`config.mk`:
```
export PLATFORM = sky130hd
export DESIGN_NAME = ccp_div_cell
export DESIGN_NICKNAME = d
export VERILOG_FILES = /design/src/sv/ccp_div_cell.sv
export SDC_FILE = /design/constraint.sdc
export NUM_CORES = 1
export LEC_CHECK = 0
export BUFFER_PORTS_ARGS = -buffer_cell sky130_fd_sc_hd__buf_2
export CAP_MARGIN = 10
export CORE_MARGIN = 3
export CORE_UTILIZATION = 45
export DETAILED_ROUTE_END_ITERATION = 12
export GPL_ROUTABILITY_DRIVEN = 0
export GPL_TIMING_DRIVEN = 0
export PLACE_DENSITY_LB_ADDON = 0.2
export SLEW_MARGIN = 20
export SYNTH_ARGS = -nofsm -noshare
export SYNTH_HDL_FRONTEND = slang
export SYNTH_SLANG_ARGS = --single-unit
```
`constraint.sdc`:
```
create_clock -name i_clk -period 3.3 [get_ports i_clk]
set_input_delay 0.33 -clock i_clk [delete_from_list [all_inputs] [get_ports i_clk]]
set_output_delay 0.33 -clock i_clk [all_outputs]
set_load 0.02 [all_outputs]
```
`src/sv/ccp_div_cell.sv`:
```
module ccp_div_cell #(
    parameter int MW = 30,
    parameter int DW = 21,
    parameter int SW = 21
) (
    input  logic          i_clk,
    input  logic          i_load,
    input  logic [DW-1:0] i_div,
    input  logic [DW-1:0] i_rem_x,
    input  logic [MW-1:0] i_acc_x,
    input  logic [DW-1:0] i_rem_y,
    input  logic [MW-1:0] i_acc_y,
    input  logic [SW-1:0] i_side,
    output logic [DW-1:0] o_div,
    output logic [DW-1:0] o_rem_x,
    output logic [MW-1:0] o_acc_x,
    output logic [DW-1:0] o_rem_y,
    output logic [MW-1:0] o_acc_y,
    output logic [SW-1:0] o_side
);

    logic [DW:0]   w_tx, w_ty, w_dv;
    logic          w_gx, w_gy;
    logic [DW-1:0] n_rem_x, n_rem_y;
    logic [MW-1:0] n_acc_x, n_acc_y;
    logic [DW-1:0] r_div, r_rem_x, r_rem_y;
    logic [MW-1:0] r_acc_x, r_acc_y;
    logic [SW-1:0] r_side;

    // One restoring step: bring down the next numerator bit, subtract if it fits
    always_comb begin
        w_dv    = {1'b0, i_div};
        w_tx    = {i_rem_x, i_acc_x[MW-1]};
        w_ty    = {i_rem_y, i_acc_y[MW-1]};
        w_gx    = (w_tx >= w_dv);
        w_gy    = (w_ty >= w_dv);
        n_rem_x = w_gx ? DW'(w_tx - w_dv) : DW'(w_tx);
        n_rem_y = w_gy ? DW'(w_ty - w_dv) : DW'(w_ty);
        n_acc_x = {i_acc_x[MW-2:0], w_gx};
        n_acc_y = {i_acc_y[MW-2:0], w_gy};
    end

    always_ff @(posedge i_clk) begin
        if (i_load) begin
            r_div   <= i_div;
            r_rem_x <= n_rem_x;
            r_rem_y <= n_rem_y;
            r_acc_x <= n_acc_x;
            r_acc_y <= n_acc_y;
            r_side  <= i_side;
        end
    end

    assign o_div   = r_div;
    assign o_rem_x = r_rem_x;
    assign o_rem_y = r_rem_y;
    assign o_acc_x = r_acc_x;
    assign o_acc_y = r_acc_y;
    assign o_side  = r_side;

endmodule

```
==> results of run 1 <==
state kept, by name, indices dropped and copies added (netlist names):
| signal | cells |
|---|---|
| o_acc_x | 30 |
| o_acc_y | 30 |
| o_div | 21 |
| o_rem_x | 21 |
| o_rem_y | 21 |
| o_side | 21 |
synthesized netlist by cell type, types with 6 or more instances:
cell	count	share of area, %
edfxtp_1	144	59
ha_1	42	7.2
inv_1	36	1.8
nand2_1	36	1.8
a21oi_1	32	2.2
o21ai_0	30	2.0
nor2_1	29	1.5
a21o_1	22	2.3
nand3_1	14	0.96
xnor2_1	11	1.3
a211oi_1	10	1.0
and3_1	10	0.85
clkbuf_1	10	0.51
a31oi_1	8	0.68
mux2_2	8	1.2
nor3_1	8	0.55
o31ai_1	8	0.82
xor2_1	8	0.96
o21a_1	7	0.72
mux2_4	6	1.2
area by class of cell:
| class | count | area (sq um) |
|---|---|---|
| fill | 1326 | 6272 |
| tap | 216 | 270.3 |
| clock inverter | 14 | 147.6 |
| timing repair buffer | 290 | 1484 |
| sequential | 144 | 4324 |
| inverter | 38 | 147.6 |
| antenna | 1 | 2.502 |
| multi-input combinational | 378 | 2798 |
| buffer | 13 | 67.56 |
| clock buffer | 18 | 429.2 |
per-stage QoR:
step / cells / util (%) / setup TNS [ns] / power [W] / setup slack [ns]
6_report: 1112 / 60.66 / 0 / 0.005372 / 0.2024
4_1_cts: 1111 / 60.64 / 0 / 0.005406 / 0.2845
3_3_place_gp: 1078 / 56.79 / -0.5906 / 0.003485 / -0.1385
5_1_grt: 1112 / 60.66 / 0 / 0.005587 / 0.1242
3_5_place_dp: 1079 / 57.02 / -0.9808 / 0.003512 / -0.1671
2_1_floorplan: 573 / - / 0 / 0.003060 / 0.5708
how the worst max path moves through the flow:
stage                           start  cells after the start  slack [ns]          end
final                        i_div[0]                     10        0.20  o_rem_y[13]
after global routing         i_div[0]                     10        0.12  o_rem_y[13]
after CTS                    i_div[0]                     10        0.28  o_rem_y[13]
after detailed placement     i_div[0]                     10       -0.17  o_rem_y[13]
after global placement       i_div[0]                     10       -0.14  o_rem_y[13]
after floorplan           i_acc_x[29]                     12        0.57  o_rem_x[10]
cells in the final DEF (no fill, tap or decap), drive strengths merged, types with 10 or more instances in the layout:
| cell type | netlist | routed |
|---|---|---|
| buf | 3 | 293 |
| edfxtp | 144 | 144 |
| inv | 38 | 47 |
| ha | 42 | 42 |
| nand2 | 36 | 36 |
| a21oi | 33 | 33 |
| o21ai | 30 | 30 |
| nor2 | 30 | 30 |
| clkbuf | 10 | 28 |
| a21o | 23 | 23 |
| nand3 | 15 | 15 |
| mux2 | 14 | 14 |
| xnor2 | 11 | 11 |
| a211oi | 10 | 10 |
| and3 | 10 | 10 |
cells by family (layout without fill, tap and decap cells):
logic type | count (synthesis) | in the layout | share of synthesized area (%)
buffers and inverters | 51 | 373 | 2.933
adders and majority gates | 44 | 44 | 7.708
muxes | 17 | 17 | 2.865
and+or+nand+nor | 130 | 130 | 9.055
AOI/OAI and AO/OA | 168 | 168 | 16.24
xor gates and xnor gates | 19 | 19 | 2.268
other | 0 | 1 | 0
DFF | 144 | 144 | 58.94
per-layer routing:
metal | routed length (um) | GRT usage, % | vias up
li1 | - | - | 2855
met1 | 8392 | 27.37 | 2880
met2 | 10730 | 41.17 | 276
met3 | 1699 | 7.062 | 51
met4 | 738 | 9.943 | 8
met5 | 46 | 0 | -
power by group through the flow:
stage	Clock (W)	Sequential [W]	Combinational (W)
floorplan	0	0.00257	0.000494
global placement	0	0.00232	0.00117
detailed placement	0	0.00232	0.00120
CTS	0.00192	0.00228	0.00120
global route	0.00199	0.00229	0.00130
finish	0.00189	0.00228	0.00120
==> flow_summary_export.csv, run 1 <==
group,metric,value,unit
timing,rsz0062_at_grt,"false",
yosys,synth_area_per_cell,12.80,sq um
drt,num_vias,6070,
power_and_ir_drop,swShare,30.09,%
die,num_io_pins,290,
outcome,status,"complete, no violations",
clock_tree,root_buffer,"clkbuf_16",
power_and_ir_drop,powerDensity,555.5,mW/mm^2
clock_tree,cts_buffers,17,
timing,setup_viol,0,
die,die_w,133.7,um
yosys,ys_ff_latch,144,
place,post_dp_cell_area,0.009091,sq mm
drt,drt-vias-per-instance,5.459,
power_and_ir_drop,p_switching,0.001616,W
power_and_ir_drop,leakage,4.284,nW
yosys,netlist_area,0.007337,sq mm
die,dieArea,0.01787,sq mm
job,cap_viol_max_count,0,
die,start_util,46.02,%
setup_path,startpoint_type,"primary input",
setup_path,path_class,"primary input to flop",
timing,tightest_slew,0.6677,ns
yosys,synth_nets,763,
place,port_buffers,289,
die,die_h,133.7,um
min_path,whs_endpoint,"o_acc_x[24]",
global_routing,grt_pass1_wl,32560,um
setup_path,worstPathRequired,3.43,ns
global_routing,grt_max_degree,99,
yosys,synth_cells,573,
timing,min_period,3.098,ns
drt,drc,0,
clock_tree,clk_path_buf_depth,2,
yosys,synth_edf_count,144,
power_and_ir_drop,ir_worst_vdd,0.3357,mV
clock_tree,cts_setup_buffers,0,
clock_tree,cts_tree,"done",
final_layout,final_area,0.009671,sq mm
drt,ant_nets,0,
timing,hold_slack,0.08071,ns
timing,slew_headroom,55.14,%
min_path,hp-start,"i_acc_x[23]",
setup_path,crit_buf_inv,3,
global_routing,antenna_found_initial,5,
clock_tree,cts.htree.levels,4,
setup_path,crit_path_top_delay_cell,"a221oi_1",
power_and_ir_drop,internal_power,0.003756,W
power_and_ir_drop,p_clk_share,35.2,%
yosys,ys_seq_area_share,58.94,%
timing,fin_crit_sh,93.87,%
setup_path,slowest_delay,0.56,ns
drt,firstDrtPassIters,4,
clock_tree,numClockSinks,144,
drt,post_drt_wl_per_cell,19.43,um
global_routing,grt_pass1_vias,5911,
min_path,hold_class,"primary input to flop",
min_path,hold_depth,1,
power_and_ir_drop,pwr-share-comb,22.4,%
drt,drt_wl_total,21610,um
drt,drt-initial-drc-count,427,
timing,slew_viol_final,0,
power_and_ir_drop,power.share.sequential,42.4,%
setup_path,worstSetupEndpointType,"flop",
clock_tree,ctsResizeCount,0,
setup_path,arrival,3.23,ns
yosys,ys_warn_count,0,
final_layout,area_growth,31.80,%
final_layout,drive_above_1_share,39.55,%
final_layout,nets,1072,
yosys,synthFlopType,"edfxtp_1",
die,rows,46,
place,dp_hpwl,16930,um
setup_path,worstPathCellList,"buf_2 -> ha_1 -> inv_1 -> fa_1 -> a21o_1 -> a221oi_1 -> o221a_2 -> o211a_1 -> clkbuf_1 -> o21ai_0",
global_routing,overflow,0,
timing,hold_violations,0,
clock_tree,hold_buffers,0,
yosys,async_reset_ff_share,0,%
die,core-area,0.01594,sq mm
clock_tree,clk_pin_slew,0.07,ns
setup_path,worst-path-max-fanout,10,
setup_path,path_delay_family,"compound AO/OA/AOI/OAI gates",
global_routing,grt_usage,23.70,%
timing,fmax,322.8,MHz
yosys,yosysUniqueCellTypes,68,
(Power assumes the default switching activity.)
==> run 2: changes to the inputs <==
--- a/config.mk
+++ b/config.mk
@@ -7,6 +7,7 @@
 export LEC_CHECK = 0
 export BUFFER_PORTS_ARGS = -buffer_cell sky130_fd_sc_hd__buf_2
 export CAP_MARGIN = 10
+export CORE_ASPECT_RATIO = 1.2
 export CORE_MARGIN = 3
 export CORE_UTILIZATION = 45
 export DETAILED_ROUTE_END_ITERATION = 12
==> run 2 against run 1 <==
Effect of this change: sequential power barely moved; largest power group unchanged; flip-flop and latch count unchanged; clock-buffer cell count unchanged; hold slack improved by 0.0049 ns; critical path depth unchanged; first-iteration DRC count is 8.7% higher; global-route usage is 0.58 points higher; setup slack got worse by 0.052 ns; fmax is 1.7% lower.
==> flow_summary_export.csv, run 2 (synthesis gave the netlist of run 1 again) <==
group,metric,value,unit
setup_path,slowest_delay,0.57,ns
power_and_ir_drop,leakage,4.296,nW
die,start_util,46.54,%
drt,drc,0,
setup_path,arrival,3.28,ns
min_path,whs_endpoint,"o_acc_y[8]",
place,port_buffers,289,
die,core-area,0.01577,sq mm
drt,ant_nets,0,
setup_path,path_delay_family,"compound AO/OA/AOI/OAI gates",
min_path,hp-start,"i_acc_y[7]",
drt,drt_wl_total,22200,um
power_and_ir_drop,ir_worst_vdd,0.2931,mV
die,num_io_pins,290,
clock_tree,ctsResizeCount,0,
clock_tree,numClockSinks,144,
timing,slew_viol_final,0,
clock_tree,root_buffer,"clkbuf_16",
timing,setup_tns,0,ns
timing,slew_headroom,53.73,%
setup_path,worstPathRequired,3.43,ns
drt,firstDrtPassIters,7,
clock_tree,cts_buffers,17,
timing,fmax,317.5,MHz
die,dieArea,0.01788,sq mm
setup_path,crit_buf_inv,3,
place,post-place-ws,-0.1970,ns
setup_path,worst-path-max-fanout,10,
global_routing,busiest_layer,"met2",
place,placedCellCount,1071,
timing,hold_violations,0,
drt,num_vias,6056,
timing,rsz0062_at_grt,"false",
clock_tree,cts.htree.levels,4,
global_routing,grt_pass1_vias,5973,
job,cap_viol_max_count,0,
global_routing,use_met3,9.914,%
power_and_ir_drop,internal_power,0.003831,W
drt,post_drt_wl_per_cell,20.11,um
power_and_ir_drop,pwr-share-comb,22.2,%
global_routing,met1_usage,27.02,%
place,dp_hpwl,17540,um
global_routing,grt_usage,24.28,%
clock_tree,hold_buffers,0,
setup_path,crit_path_top_delay_cell,"a221oi_1",
final_layout,nets,1072,
clock_tree,cts_tree,"done",
power_and_ir_drop,power.share.sequential,41.8,%
final_layout,final_cell_mix,"buf_2, edfxtp_1, ha_1, inv_1, nand2_1",
global_routing,grt_pass1_wl,32740,um
timing,fin_crit_sh,95.45,%
final_layout,final_cells,1104,
power_and_ir_drop,swShare,29.67,%
final_layout,final_common_cell,"buf_2",
power_and_ir_drop,powerDensity,562.7,mW/mm^2
clock_tree,clk_pin_slew,0.06,ns
die,die_h,145.9,um
final_layout,drive_above_1_share,39.55,%
min_path,hold_depth,1,
setup_path,worstPathCellList,"buf_2 -> ha_1 -> inv_1 -> fa_1 -> a21o_1 -> a221oi_1 -> o221a_2 -> o211a_1 -> clkbuf_1 -> o21ai_0",
drt,drt-vias-per-instance,5.486,
clock_tree,cts_setup_buffers,0,
timing,tightest_slew,0.6887,ns
global_routing,antenna_found_initial,4,
power_and_ir_drop,p_clk_share,36.0,%
clock_tree,clk_path_buf_depth,2,
final_layout,final_area,0.009681,sq mm
timing,worst_slack,0.1503,ns
min_path,hold_class,"primary input to flop",
drt,drt-initial-drc-count,464,
die,die_w,122.6,um
setup_path,worstSetupEndpointType,"flop",
setup_path,path_class,"primary input to flop",
outcome,status,"complete, no violations",
final_layout,post-route-util,61.40,%
setup_path,startpoint_type,"primary input",
global_routing,overflow,0,
global_routing,grt.met2_usage,40.22,%
final_layout,area_growth,31.94,%
die,rows,50,
power_and_ir_drop,p_switching,0.001616,W
timing,min_period,3.150,ns
place,post_dp_cell_area,0.009081,sq mm
timing,setup_viol,0,
global_routing,grt_max_degree,84,
==> run 2: changes by cell type in the layout (fill, tap and decap cells not counted), sizes merged <==
| cell | before | now |
|---|---|---|
| clkinvlp | 3 | 2 |
| bufinv | 1 | 2 |
==> run 2: metrics by stage <==
stage / power [W] / hold slack, ns
2_1_floorplan: 0.003060 / 0.4289
5_1_grt: 0.005687 / 0.06376
6_report: 0.005447 / 0.08558
3_5_place_dp: 0.003518 / 0.5081
3_3_place_gp: 0.003490 / 0.5079
4_1_cts: 0.005494 / 0.06743
==> run 2: power groups by stage <==
stage	combinational [W]	clock, W	sequential [W]
global placement	0.00117	0	0.00232
finish	0.00121	0.00196	0.00228
floorplan	0.000494	0	0.00257
global route	0.00131	0.00209	0.00230
CTS	0.00121	0.00200	0.00228
detailed placement	0.00120	0	0.00232
==> run 2: area by class of cell <==
cell class,instances,area [sq um]
flip-flops and latches,144,4324
inverters,38,147.6
fillers,1322,6085
multi-input cells,378,2798
repair buffers,290,1484
clock buffers,18,429.2
clock inverters,14,167.7
diodes,1,2.502
plain buffers,13,67.56
well taps,208,260.3
==> run 2: worst max path at each step <==
stage	end	from	cells after the start	slack (ns)
after detailed placement	o_rem_y[13]	i_div[0]	10	-0.20
after CTS	o_rem_y[13]	i_div[0]	10	0.24
after floorplan	o_rem_x[10]	i_acc_x[29]	12	0.57
final	o_rem_y[13]	i_div[0]	10	0.15
after global placement	o_rem_y[13]	i_div[0]	10	-0.21
after global routing	o_rem_y[4]	i_div[0]	10	0.04
==> run 2: per-layer routing <==
metal | up-vias | wire [um] | share of wire, %
met5 | - | 47 | 0.21
met3 | 60 | 2591 | 12
met2 | 315 | 10680 | 48
li1 | 2853 | - | -
met4 | 6 | 911 | 4.1
met1 | 2822 | 7962 | 36
