==> config.mk <==
export PLATFORM = sky130hd
export DESIGN_NAME = ccp_sqrt_cell
export DESIGN_NICKNAME = d
export VERILOG_FILES = /design/src/sv/ccp_sqrt_cell.sv
export SDC_FILE = /design/constraint.sdc
export NUM_CORES = 1
export LEC_CHECK = 0
export BUFFER_PORTS_ARGS = -buffer_cell sky130_fd_sc_hd__buf_2
export CAP_MARGIN = 5
export CORE_ASPECT_RATIO = 0.75
export CORE_MARGIN = 2
export CORE_UTILIZATION = 43
export DETAILED_ROUTE_END_ITERATION = 10
export GPL_TIMING_DRIVEN = 1
export HOLD_SLACK_MARGIN = 0.1
export PLACE_DENSITY = 0.77
export SLEW_MARGIN = 15
export SYNTH_ARGS = -nofsm -noshare
export SYNTH_HDL_FRONTEND = slang
export SYNTH_SLANG_ARGS = --single-unit
==> constraint.sdc <==
create_clock -name i_clk -period 2.75 [get_ports i_clk]
set_input_delay 0.4125 -clock i_clk [delete_from_list [all_inputs] [get_ports i_clk]]
set_output_delay 0.4125 -clock i_clk [all_outputs]
set_load 0.01 [all_outputs]
==> src/sv/ccp_sqrt_cell.sv <==
module ccp_sqrt_cell #(
    parameter int RW = 31,
    parameter int SW = 61
) (
    input  logic            i_clk,
    input  logic            i_load,
    input  logic [2*RW-1:0] i_rad,
    input  logic [RW+1:0]   i_rem,
    input  logic [RW-1:0]   i_root,
    input  logic [SW-1:0]   i_side,
    output logic [2*RW-1:0] o_rad,
    output logic [RW+1:0]   o_rem,
    output logic [RW-1:0]   o_root,
    output logic [SW-1:0]   o_side
);

    logic [RW+3:0]   w_t, w_trial;
    logic            w_ge;
    logic [RW+1:0]   n_rem;
    logic [RW-1:0]   n_root;
    logic [2*RW-1:0] n_rad;
    logic [2*RW-1:0] r_rad;
    logic [RW+1:0]   r_rem;
    logic [RW-1:0]   r_root;
    logic [SW-1:0]   r_side;

    // One root digit: pull in two radicand bits, try (root*4 + 1)
    always_comb begin
        w_t     = {i_rem, i_rad[2*RW-1 -: 2]};
        w_trial = {2'b00, i_root, 2'b01};
        w_ge    = (w_t >= w_trial);
        n_rem   = w_ge ? (RW+2)'(w_t - w_trial) : (RW+2)'(w_t);
        n_root  = {i_root[RW-2:0], w_ge};
        n_rad   = {i_rad[2*RW-3:0], 2'b00};
    end

    always_ff @(posedge i_clk) begin
        if (i_load) begin
            r_rad  <= n_rad;
            r_rem  <= n_rem;
            r_root <= n_root;
            r_side <= i_side;
        end
    end

    assign o_rad  = r_rad;
    assign o_rem  = r_rem;
    assign o_root = r_root;
    assign o_side = r_side;

endmodule

==> metrics.md, run 1 <==
| Metric | Value |
|---|---|
| Finished layout cell area | `11,700 sq um` |
| Async SR Flop Fraction | `0%` |
| Worst hold start | `i_side[31]` |
| Startpoint types | `input pin` |
| Number of synthesized flops with an enable pin | `185` |
| Sink Count | `185` |
| DRT antenna net count | `0` |
| CP peak stage delay | `0.40 ns` |
| Worst Path Max Fanout | `5` |
| Post-Route WL | `25.1 mm` |
| I/O pin count | `376` |
| Critical path buffer and inverter count | `2` |
| Largest net degree at the start of global routing | `60` |
| Core area | `19,200 sq um` |
| Port bufs | `373` |
| Count leader, synth | `edfxtp_1` |
| Filler cells | `1,557` |
| Post-CTS Setup Bufs | `0` |
| Worst setup EP type | `flip-flop` |
| Delay-heaviest family, CP | `compound AO/OA/AOI/OAI gates` |
| Post-Layout Cell Count | `1,298` |
| Yosys warnings | `0` |
| Share of cells above drive strength 1 | `50.9%` |
| Reg area | `5560 sq um` |
| Cells after synthesis | `574` |
| Fin. max-slew vios | `0` |
| Routed via count | `6,670` |
| RSZ-0062 raised after global routing | `no` |
| # setup viols final | `0` |
| Residual DRC | `0` |
| Area growth, synth to finish | `41.0%` |
| Syn_area_per_cell | `14.5 sq um` |
| Vias per std cell | `5.14` |
| DP Cell Count | `1,264` |
| DP HPWL | `19.5 mm` |
| Total CTS buffers | `17` |
| Initial Util | `43.4%` |
| Share of the synthesized area in the top cell type | `66.7%` |
| Critical path class | `input pin to flip-flop` |
| Clock root buffer | `clkbuf_16` |
| Post-synth top cells | `edfxtp_1, inv_1, a21oi_1` |
| Global-route wire length before repair | `36.9 mm` |
| GRT Overall Usage | `23.8%` |
| Routability cong. | `0.879` |
| First DRT Iteration DRCs | `463` |
| Flops & latches, synth | `185` |
| H-tree depth | `4` |
| Clock Tree Buf Depth | `2` |
| Worst Hold Class | `input pin to flip-flop` |
| # resized after CTS | `0` |
| Drt wl/cell | `19.3 microns` |
| Slew headroom | `61.1%` |
| Syn Std Cell Area | `8320 sq um` |
| Cts hold-fix bufs | `0` |
| Total Power | `0.00744 W` |
| Min cycle time layout | `2.48 ns` |
| PD cells | `634 nW/um^2` |
| Post-synth cell types | `60` |
| Required time of the critical path | `2.94 ns` |
| Slowest library cell on the worst path | `a211oi_1` |
| Setup TNS | `0 ns` |
| Yosys top cell by area | `edfxtp_1` |
| Leakage dissipation | `5.19 nW` |
| Die area | `20,500 sq um` |
| Synth top area cells | `edfxtp_1, ha_1, mux2_4, xnor2_1, inv_1` |
| CP cell instances | `buf_2 > ha_1 > a21oi_1 > buf_4 > nor4_1 > a211oi_1 > o21ai_0 > a211oi_1 > xnor2_1 > mux2_4` |
| Outcome | `complete, no violations` |
| Reg clk slew, reported paths | `0.08 ns` |
| DR pass1 iterations | `5` |
| Die Y | `124 microns` |
| Rows | `44` |
| Multi-input combinational cell area | `2560 sq um` |
| Peak supply drop | `378 uV` |
| Max-cap violations | `0` |
| Vias in the first global route | `6,630` |
| Worst path arrival time | `2.67 ns` |
| Sequential share of the synthesized area | `66.7%` |
| Actual slew at the worst max-slew pin | `0.569 ns` |
| TritonCTS clock tree | `done` |
| Post-synth top flop | `edfxtp_1` |
| Hold path depth | `1` |
| Most used cell, CP | `a211oi_1` |
| Final Hold Fails | `0` |
| Final nets | `1,252` |
| DP Area | `11,100 sq um` |
| Initial antenna violation count | `9` |
| Hold Path End | `o_side[31]$_DFFE_PP_` |
| Fmax | `0.403 GHz` |
| Die width | `165 microns` |
| GRT overflow | `0` |
| Final period util | `90.3%` |
==> flip-flops by register name (all words and copies together), names as in the netlist <==
signal  flops
o_side     61
o_rad      60
o_rem      33
o_root     31
==> where the power goes <==
group | leakage [nW] | internal [W] | total, W | switching [W]
clock | 0.292 | 0.00124 | 0.00246 | 0.00123
sequential | 1.81 | 0.00341 | 0.00348 | 0.0000672
combinational | 3.08 | 0.000706 | 0.00150 | 0.000792
==> metal layers <==
| metal | GRT usage, % | vias up | share of wire, % |
|---|---|---|---|
| met5 | 0 | - | 0.32 |
| met2 | 40.1 | 317 | 48 |
| met4 | 6.29 | 12 | 2.0 |
| met1 | 29.5 | 3197 | 40 |
| met3 | 7.89 | 50 | 10 |
| li1 | - | 3094 | - |
==> cell families (layout without fill, tap and decap cells) <==
group | after synthesis | count (layout) | synth area share (%)
flops | 185 | 185 | 66.7
compound gates | 127 | 127 | 10.6
simple gates | 111 | 111 | 6.52
buf+inv | 65 | 533 | 4.01
fa+ha+maj | 33 | 33 | 4.96
mux | 28 | 28 | 4.54
xor+xnor | 24 | 24 | 2.53
other cells | 1 | 4 | 0.0451
==> stage by stage <==
stage / hold slack (ns) / setup WS, ns / utilization (%)
finish: 0.141 / 0.268 / 61.3
global route: 0.130 / 0.0280 / 61.2
CTS: 0.132 / 0.336 / 61.2
detailed placement: 0.591 / -0.119 / 58.1
global placement: 0.589 / -0.0865 / 58.1
floorplan: 0.511 / 0.00471 / -
==> worst max path at each step <==
| stage | depth (start not counted) | slack (ns) | endpoint | startpoint |
|---|---|---|---|---|
| after floorplan | 12 | 0.005 | o_rem[10]$_DFFE_PP_ | i_root[12] |
| after CTS | 11 | 0.34 | o_rem[7]$_DFFE_PP_ | i_root[15] |
| after global placement | 12 | -0.09 | o_rem[26]$_DFFE_PP_ | i_root[1] |
| after global routing | 11 | 0.03 | o_rem[25]$_DFFE_PP_ | i_root[6] |
| final | 10 | 0.27 | o_rem[23]$_DFFE_PP_ | i_rem[6] |
| after detailed placement | 11 | -0.12 | o_rem[7]$_DFFE_PP_ | i_root[15] |
==> cell usage in the layout (no fill, tap or decap), drive strengths merged, types with 11 or more instances in the layout <==
| master | instances |
|---|---|
| clkbuf | 19 |
| a21oi | 41 |
| inv | 57 |
| o21ai | 23 |
| nand2 | 30 |
| nor2 | 27 |
| o211ai | 11 |
| mux2 | 24 |
| ha | 33 |
| edfxtp | 185 |
| buf | 449 |
| nand3 | 12 |
| xnor2 | 22 |
| nor3 | 11 |
==> final cells by class <==
type                       instances  area share, %
tap                              253           2.70
multi-input combinational        325           21.8
sequential                       185           47.3
inverter                          51           1.74
clock inverter                    14           1.51
clock buffer                      18           3.66
timing repair buffer             450           21.2
antenna                            2         0.0426
Power figures use the tool's default switching activity.
==> run 2: changes to the inputs <==
--- a/config.mk
+++ b/config.mk
@@ -9,11 +9,12 @@
 export CAP_MARGIN = 5
 export CORE_ASPECT_RATIO = 0.75
 export CORE_MARGIN = 2
-export CORE_UTILIZATION = 43
+export CORE_UTILIZATION = 44
+export CTS_BUF_LIST = sky130_fd_sc_hd__clkbuf_8
 export DETAILED_ROUTE_END_ITERATION = 10
 export GPL_TIMING_DRIVEN = 1
 export HOLD_SLACK_MARGIN = 0.1
-export PLACE_DENSITY = 0.77
+export PLACE_DENSITY = 0.79
 export SLEW_MARGIN = 15
 export SYNTH_ARGS = -nofsm -noshare
 export SYNTH_HDL_FRONTEND = slang
==> run 2 against run 1 <==
Against the previous run: critical path depth rose by 2; worst setup slack got worse by 0.27 ns; critical endpoint is now o_rem[11]$_DFFE_PP_; sequential power about the same; wire length grew 11%; largest power group unchanged; power shrank 5.4%; hold slack lost 0.014 ns; highest routed layer unchanged.
==> metrics.md, run 2 (synthesis gave the netlist of run 1 again) <==
| Metric | Value |
|---|---|
| Fmax | `0.364 GHz (-9.7%)` |
| DP HPWL | `19.6 mm (+0.32%)` |
| Hold Path End | `o_root[6]$_DFFE_PP_` |
| Share of cells above drive strength 1 | `45.9% (-5.0 points)` |
| Required time of the critical path | `2.99 ns (+0.05 ns)` |
| Die width | `163 microns (-1.1%)` |
| Final Hold Fails | `0 (unchanged)` |
| Delay-heaviest family, CP | `compound AO/OA/AOI/OAI gates` |
| Critical path class | `input pin to flip-flop` |
| Setup TNS | `0 ns (unchanged)` |
| CP cell instances | `dlygate4sd3_1 > inv_2 > ha_4 > o21a_1 > o21a_1 > a21oi_2 > o2111ai_2 > a41oi_4 > o21a_4 > clkinv_8 > buf_4 > mux2_4` |
| Total Power | `0.00704 W (-5.4%)` |
| Startpoint types | `input pin` |
| Post-Route WL | `27.9 mm (+11%)` |
| Reg area | `5560 sq um (unchanged)` |
| Critical path buffer and inverter count | `4 (+2)` |
| Reg clk slew, reported paths | `0.11 ns (+0.03 ns)` |
| Hold path depth | `1 (unchanged)` |
| Final nets | `1,389 (+11%)` |
| Worst Path Max Fanout | `4 (-1)` |
| Filler cells | `1,325 (-15%)` |
| Worst setup EP type | `flip-flop` |
| CP peak stage delay | `0.59 ns (+0.19 ns)` |
| Final setup margin | `0.00146 ns (-0.266 ns)` |
| Leakage dissipation | `5.69 nW (+9.7%)` |
| Routability cong. | `0.894 (+1.7%)` |
| Most used cell, CP | `o21a_1` |
| Worst slack, placed | `-0.0844 ns (+0.0349 ns)` |
| GRT overflow | `0 (unchanged)` |
| Peak supply drop | `270 uV (-29%)` |
| I/O pin count | `376 (unchanged)` |
| Largest net degree at the start of global routing | `66 (+10%)` |
| Slew headroom | `61.0% (-0.10 points)` |
| TritonCTS clock tree | `done` |
| Slowest library cell on the worst path | `dlygate4sd3_1` |
| Outcome | `complete, no violations` |
| Vias per std cell | `5.05 (-1.7%)` |
| Port bufs | `373 (unchanged)` |
| Global-route wire length before repair | `39.1 mm (+6.0%)` |
| Most frequent cells in the layout | `buf_2, edfxtp_1, dlygate4sd3_1` |
| DRT antenna net count | `0 (unchanged)` |
| Final period util | `99.9% (+9.7 points)` |
| Min cycle time layout | `2.75 ns (+0.266 ns)` |
| GRT Overall Usage | `26.4% (+2.6 points)` |
| Clock root buffer | `clkbuf_8` |
| Actual slew at the worst max-slew pin | `0.571 ns (+0.00151 ns)` |
| Die area | `20,000 sq um (-2.2%)` |
| Fin. max-slew vios | `0 (unchanged)` |
| Most common cell after layout, fill and taps aside | `buf_2` |
| Initial Util | `45.0% (+1.5 points)` |
| Met3 global-route usage | `8.25% (+0.36 points)` |
| Worst Hold Class | `input pin to flip-flop` |
| Routed via count | `7,212 (+8.1%)` |
| DR pass1 iterations | `5 (unchanged)` |
| Core area | `18,500 sq um (-3.4%)` |
| Vias in the first global route | `6,980 (+5.3%)` |
| Max reg flops | `61 (unchanged)` |
| Clock Tree Buf Depth | `2 (unchanged)` |
| Initial antenna violation count | `8 (-1)` |
| Sink Count | `185 (unchanged)` |
| Total CTS buffers | `17 (unchanged)` |
| Rows | `43 (-2.3%)` |
| # setup viols final | `0 (unchanged)` |
| Die Y | `123 microns (-1.1%)` |
| Drt wl/cell | `19.6 microns (+1.3%)` |
| Worst path arrival time | `2.98 ns (+0.31 ns)` |
| PD cells | `543 nW/um^2 (-14%)` |
| Area growth, synth to finish | `55.9%` |
| Multi-input combinational cell area | `2600 sq um (+1.5%)` |
| First DRT Iteration DRCs | `542 (+17%)` |
| Met2 usage | `43.3% (+3.2 points)` |
| Residual DRC | `0 (unchanged)` |
| Worst hold start | `i_root[5]` |
| H-tree depth | `4 (unchanged)` |
| GRT met1 Usage | `32.4% (+2.9 points)` |
| GRT busiest layer | `met2` |
| Max-cap violations | `0 (unchanged)` |
==> run 2: area by class of cell <==
cell class	count	share of cell area, %
flip-flops and latches	185	42.8
clock buffers	17	1.80
inverters	51	1.68
repair buffers	586	29.8
well taps	247	2.38
repair inverters	1	0.125
clock inverters	15	1.40
multi-input cells	325	20.0
diodes	1	0.0193
==> run 2: power breakdown <==
group	switching [W]	internal, W	total [W]
clock network	0.00116	0.000698	0.00185
registers	0.0000727	0.00341	0.00348
logic	0.000855	0.000844	0.00170
==> run 2: timing repair <==
action | 4_1_cts | 5_1_grt
hold endpoints to repair | 133 | 0
gates resized for setup | 0 | 14
setup buffers | 0 | 10
endpoints found under the setup margin | 0 | 28
hold buffers | 133 | 0
==> run 2: worst max path at each step <==
stage / startpoint / end / slack, ns / cells past startpoint
after detailed placement: i_root[15] / o_rem[8]$_DFFE_PP_ / -0.08 / 11
after CTS: i_root[26] / o_rem[8]$_DFFE_PP_ / 0.04 / 11
after floorplan: i_root[12] / o_rem[10]$_DFFE_PP_ / 0.005 / 12
after global placement: i_root[15] / o_rem[8]$_DFFE_PP_ / -0.03 / 11
final: i_root[23] / o_rem[11]$_DFFE_PP_ / 0.001 / 12
after global routing: i_root[23] / o_rem[11]$_DFFE_PP_ / -0.02 / 12
==> run 2: metrics by stage <==
stage	std cells	instance area, sq um	hold WS (ns)	util (%)
3_5_place_dp	1252	11100	0.591	59.8
5_1_grt	1427	13000	0.101	70.1
3_3_place_gp	1252	11100	0.589	59.8
6_report	1428	13000	0.127	70.1
4_1_cts	1417	12800	0.100	69.3
2_1_floorplan	575	8460	0.511	-
==> run 2: metal layers <==
metal,part of all wire [%],vias to the layer above
met3,8.1,83
met5,0.34,-
met2,48,335
li1,-,3366
met1,40,3414
met4,3.9,14
==> run 3: changes to the inputs <==
--- a/config.mk
+++ b/config.mk
@@ -9,12 +9,11 @@
 export CAP_MARGIN = 5
 export CORE_ASPECT_RATIO = 0.75
 export CORE_MARGIN = 2
-export CORE_UTILIZATION = 44
-export CTS_BUF_LIST = sky130_fd_sc_hd__clkbuf_8
+export CORE_UTILIZATION = 40
 export DETAILED_ROUTE_END_ITERATION = 10
 export GPL_TIMING_DRIVEN = 1
 export HOLD_SLACK_MARGIN = 0.1
-export PLACE_DENSITY = 0.79
+export PLACE_DENSITY = 0.72
 export SLEW_MARGIN = 15
 export SYNTH_ARGS = -nofsm -noshare
 export SYNTH_HDL_FRONTEND = slang
==> run 3 against run 2 <==
Against the previous run: wire length fell by 11%; sequential share of layout area up 4.6 points; cell count shrank 7.1%; flip-flop and latch count unchanged; core utilization shrank 12 points; fmax is 12% higher; first-iteration DRC count shrank 21%; die area increased by 9.7%; critical endpoint is now o_rem[26]$_DFFE_PP_; largest cell class unchanged; largest power group unchanged.
==> metrics.md, run 3 (synthesis gave the netlist of run 1 again) <==
| Metric | Value |
|---|---|
| Total Power | `0.00739 W (+5.0%)` |
| DP HPWL | `19.4 mm (-0.83%)` |
| H-tree depth | `4 (unchanged)` |
| Die area | `22,000 sq um (+9.7%)` |
| DP Area | `11,100 sq um (+0.69%)` |
| Residual DRC | `0 (unchanged)` |
| # setup viols final | `0 (unchanged)` |
| Fmax | `0.407 GHz (+12%)` |
| Fin. max-slew vios | `0 (unchanged)` |
| Post-Route WL | `24.9 mm (-11%)` |
| GRT overflow | `0 (unchanged)` |
| Final Hold Fails | `0 (unchanged)` |
| Critical path class | `input pin to flip-flop` |
| Worst Hold Class | `input pin to flip-flop` |
| M1 WL | `10.2 mm (-8.5%)` |
| Internal power | `0.00539 W (+8.8%)` |
| Most used cell, CP | `buf_4` |
| Routability cong. | `0.859 (-3.9%)` |
| I/O pin count | `376 (unchanged)` |
| Total CTS buffers | `17 (unchanged)` |
| Most frequent cells in the layout | `buf_2, edfxtp_1, buf_4` |
| Min cycle time layout | `2.46 ns (-0.289 ns)` |
| Max-cap violations | `0 (unchanged)` |
| Switching power | `0.00200 W (-3.9%)` |
| Worst setup EP type | `flip-flop` |
| Drt wl/cell | `18.7 microns (-4.2%)` |
| Max layer used | `met5` |
| Slowest library cell on the worst path | `a221oi_1` |
| DP Cell Count | `1,293 (+3.3%)` |
| Met3 wire len | `2.15 mm (-5.5%)` |
| First DRT Iteration DRCs | `428 (-21%)` |
| Final nets | `1,252 (-9.9%)` |
| Rows | `45 (+4.7%)` |
| Startpoint types | `input pin` |
| DR pass1 iterations | `5 (unchanged)` |
| RSZ-0062 raised after global routing | `no` |
| Finished layout cell area | `11,700 sq um (-9.7%)` |
| Reg clk slew, reported paths | `0.08 ns (-0.03 ns)` |
| # resized after CTS | `0 (unchanged)` |
| Leakage dissipation | `5.17 nW (-9.1%)` |
| Worst path arrival time | `2.64 ns (-0.34 ns)` |
| Port bufs | `373 (unchanged)` |
| Worst Path Max Fanout | `5 (+1)` |
| Initial antenna violation count | `3 (-5)` |
| Slew headroom | `60.4% (-0.53 points)` |
| Sink Count | `185 (unchanged)` |
| Post-Layout Cell Count | `1,327 (-7.1%)` |
| Post-CTS Setup Bufs | `0 (unchanged)` |
| DRT antenna net count | `0 (unchanged)` |
| CP cell instances | `buf_2 > ha_1 > nand2b_1 > a2111oi_0 > buf_4 > nor3_1 > o21bai_1 > a221oi_1 > buf_4 > mux2i_1 > o31ai_1` |
| TritonCTS clock tree | `done` |
| Comb power frac | `20.2% (-3.9 points)` |
| Clock Tree Buf Depth | `2 (unchanged)` |
| Outcome | `complete, no violations` |
| Vias in the first global route | `6,531 (-6.4%)` |
| Initial Util | `40.9% (-4.0 points)` |
| Setup TNS | `0 ns (unchanged)` |
| Sequential power share | `47.1% (-2.4 points)` |
| Vias per std cell | `4.90 (-2.9%)` |
| Cts hold-fix bufs | `0 (-100%)` |
| Area growth, synth to finish | `40.8%` |
| Share of cells above drive strength 1 | `50.7% (+4.8 points)` |
| Die Y | `129 microns (+4.7%)` |
| Filler cells | `1,715 (+29%)` |
| Die width | `171 microns (+4.8%)` |
| Largest net degree at the start of global routing | `52 (-21%)` |
| Routed via count | `6,506 (-9.8%)` |
| Clock group share of total power | `32.7% (+6.4 points)` |
| Met2 wire len | `11.9 mm (-10%)` |
| Switching share of power | `27.1% (-2.5 points)` |
| Clock root buffer | `clkbuf_16` |
| Required time of the critical path | `2.93 ns (-0.06 ns)` |
| GRT Overall Usage | `22.0% (-4.4 points)` |
| Most common cell after layout, fill and taps aside | `buf_2` |
| Core area | `20,300 sq um (+9.8%)` |
| Max reg flops | `61 (unchanged)` |
| PD cells | `631 nW/um^2 (+16%)` |
| Peak supply drop | `397 uV (+47%)` |
| Global-route wire length before repair | `36.1 mm (-7.6%)` |
| Final period util | `89.4% (-11 points)` |
| CP peak stage delay | `0.39 ns (-0.20 ns)` |
| Actual slew at the worst max-slew pin | `0.578 ns (+0.00772 ns)` |
==> run 3: per-stage QoR <==
stage / utilization, % / hold slack, ns / setup slack, ns
floorplan: - / 0.511 / 0.00471
global placement: 54.9 / 0.589 / -0.0888
detailed placement: 54.9 / 0.591 / -0.131
CTS: 57.6 / 0.126 / 0.312
global route: 57.6 / 0.121 / 0.121
finish: 57.6 / 0.145 / 0.291
==> run 3: critical path, delay by kind of cell <==
family	cells	cell delay, ns
AO/OA/AOI/OAI	4	0.75
AND/OR/NAND/NOR	2	0.49
buffers and inverters	3	0.44
adder cells (fa/ha/maj)	1	0.38
multiplexers	1	0.17
==> run 3: layer usage <==
metal | track usage [%] | up-vias
li1 | - | 3085
met1 | 26.9 | 3128
met2 | 36.8 | 248
met3 | 7.26 | 43
met4 | 7.39 | 2
met5 | 0 | -
==> run 3: final timing paths <==
check | slack [ns] | startpoint | cells past startpoint | to
worst max-delay path | 0.29 | i_rem[0] | 11 | o_rem[26]$_DFFE_PP_
worst min-delay path | 0.15 | i_side[33] | 1 | o_side[33]$_DFFE_PP_
==> run 3: cell type report <==
type	count	area [sq um]	area share, %
antenna	2	5.00	0.0427
sequential	185	5560	47.4
clock buffer	18	429	3.66
clock inverter	14	134	1.14
multi-input combinational	325	2560	21.8
timing repair buffer	450	2480	21.2
inverter	51	204	1.74
tap	282	353	3.01
==> run 3: power by group through the flow <==
stage,logic (W),registers (W),clock network (W)
floorplan,0.000606,0.00369,0
global placement,0.00147,0.00353,0
detailed placement,0.00149,0.00354,0
CTS,0.00150,0.00348,0.00246
global route,0.00162,0.00350,0.00256
finish,0.00149,0.00348,0.00242
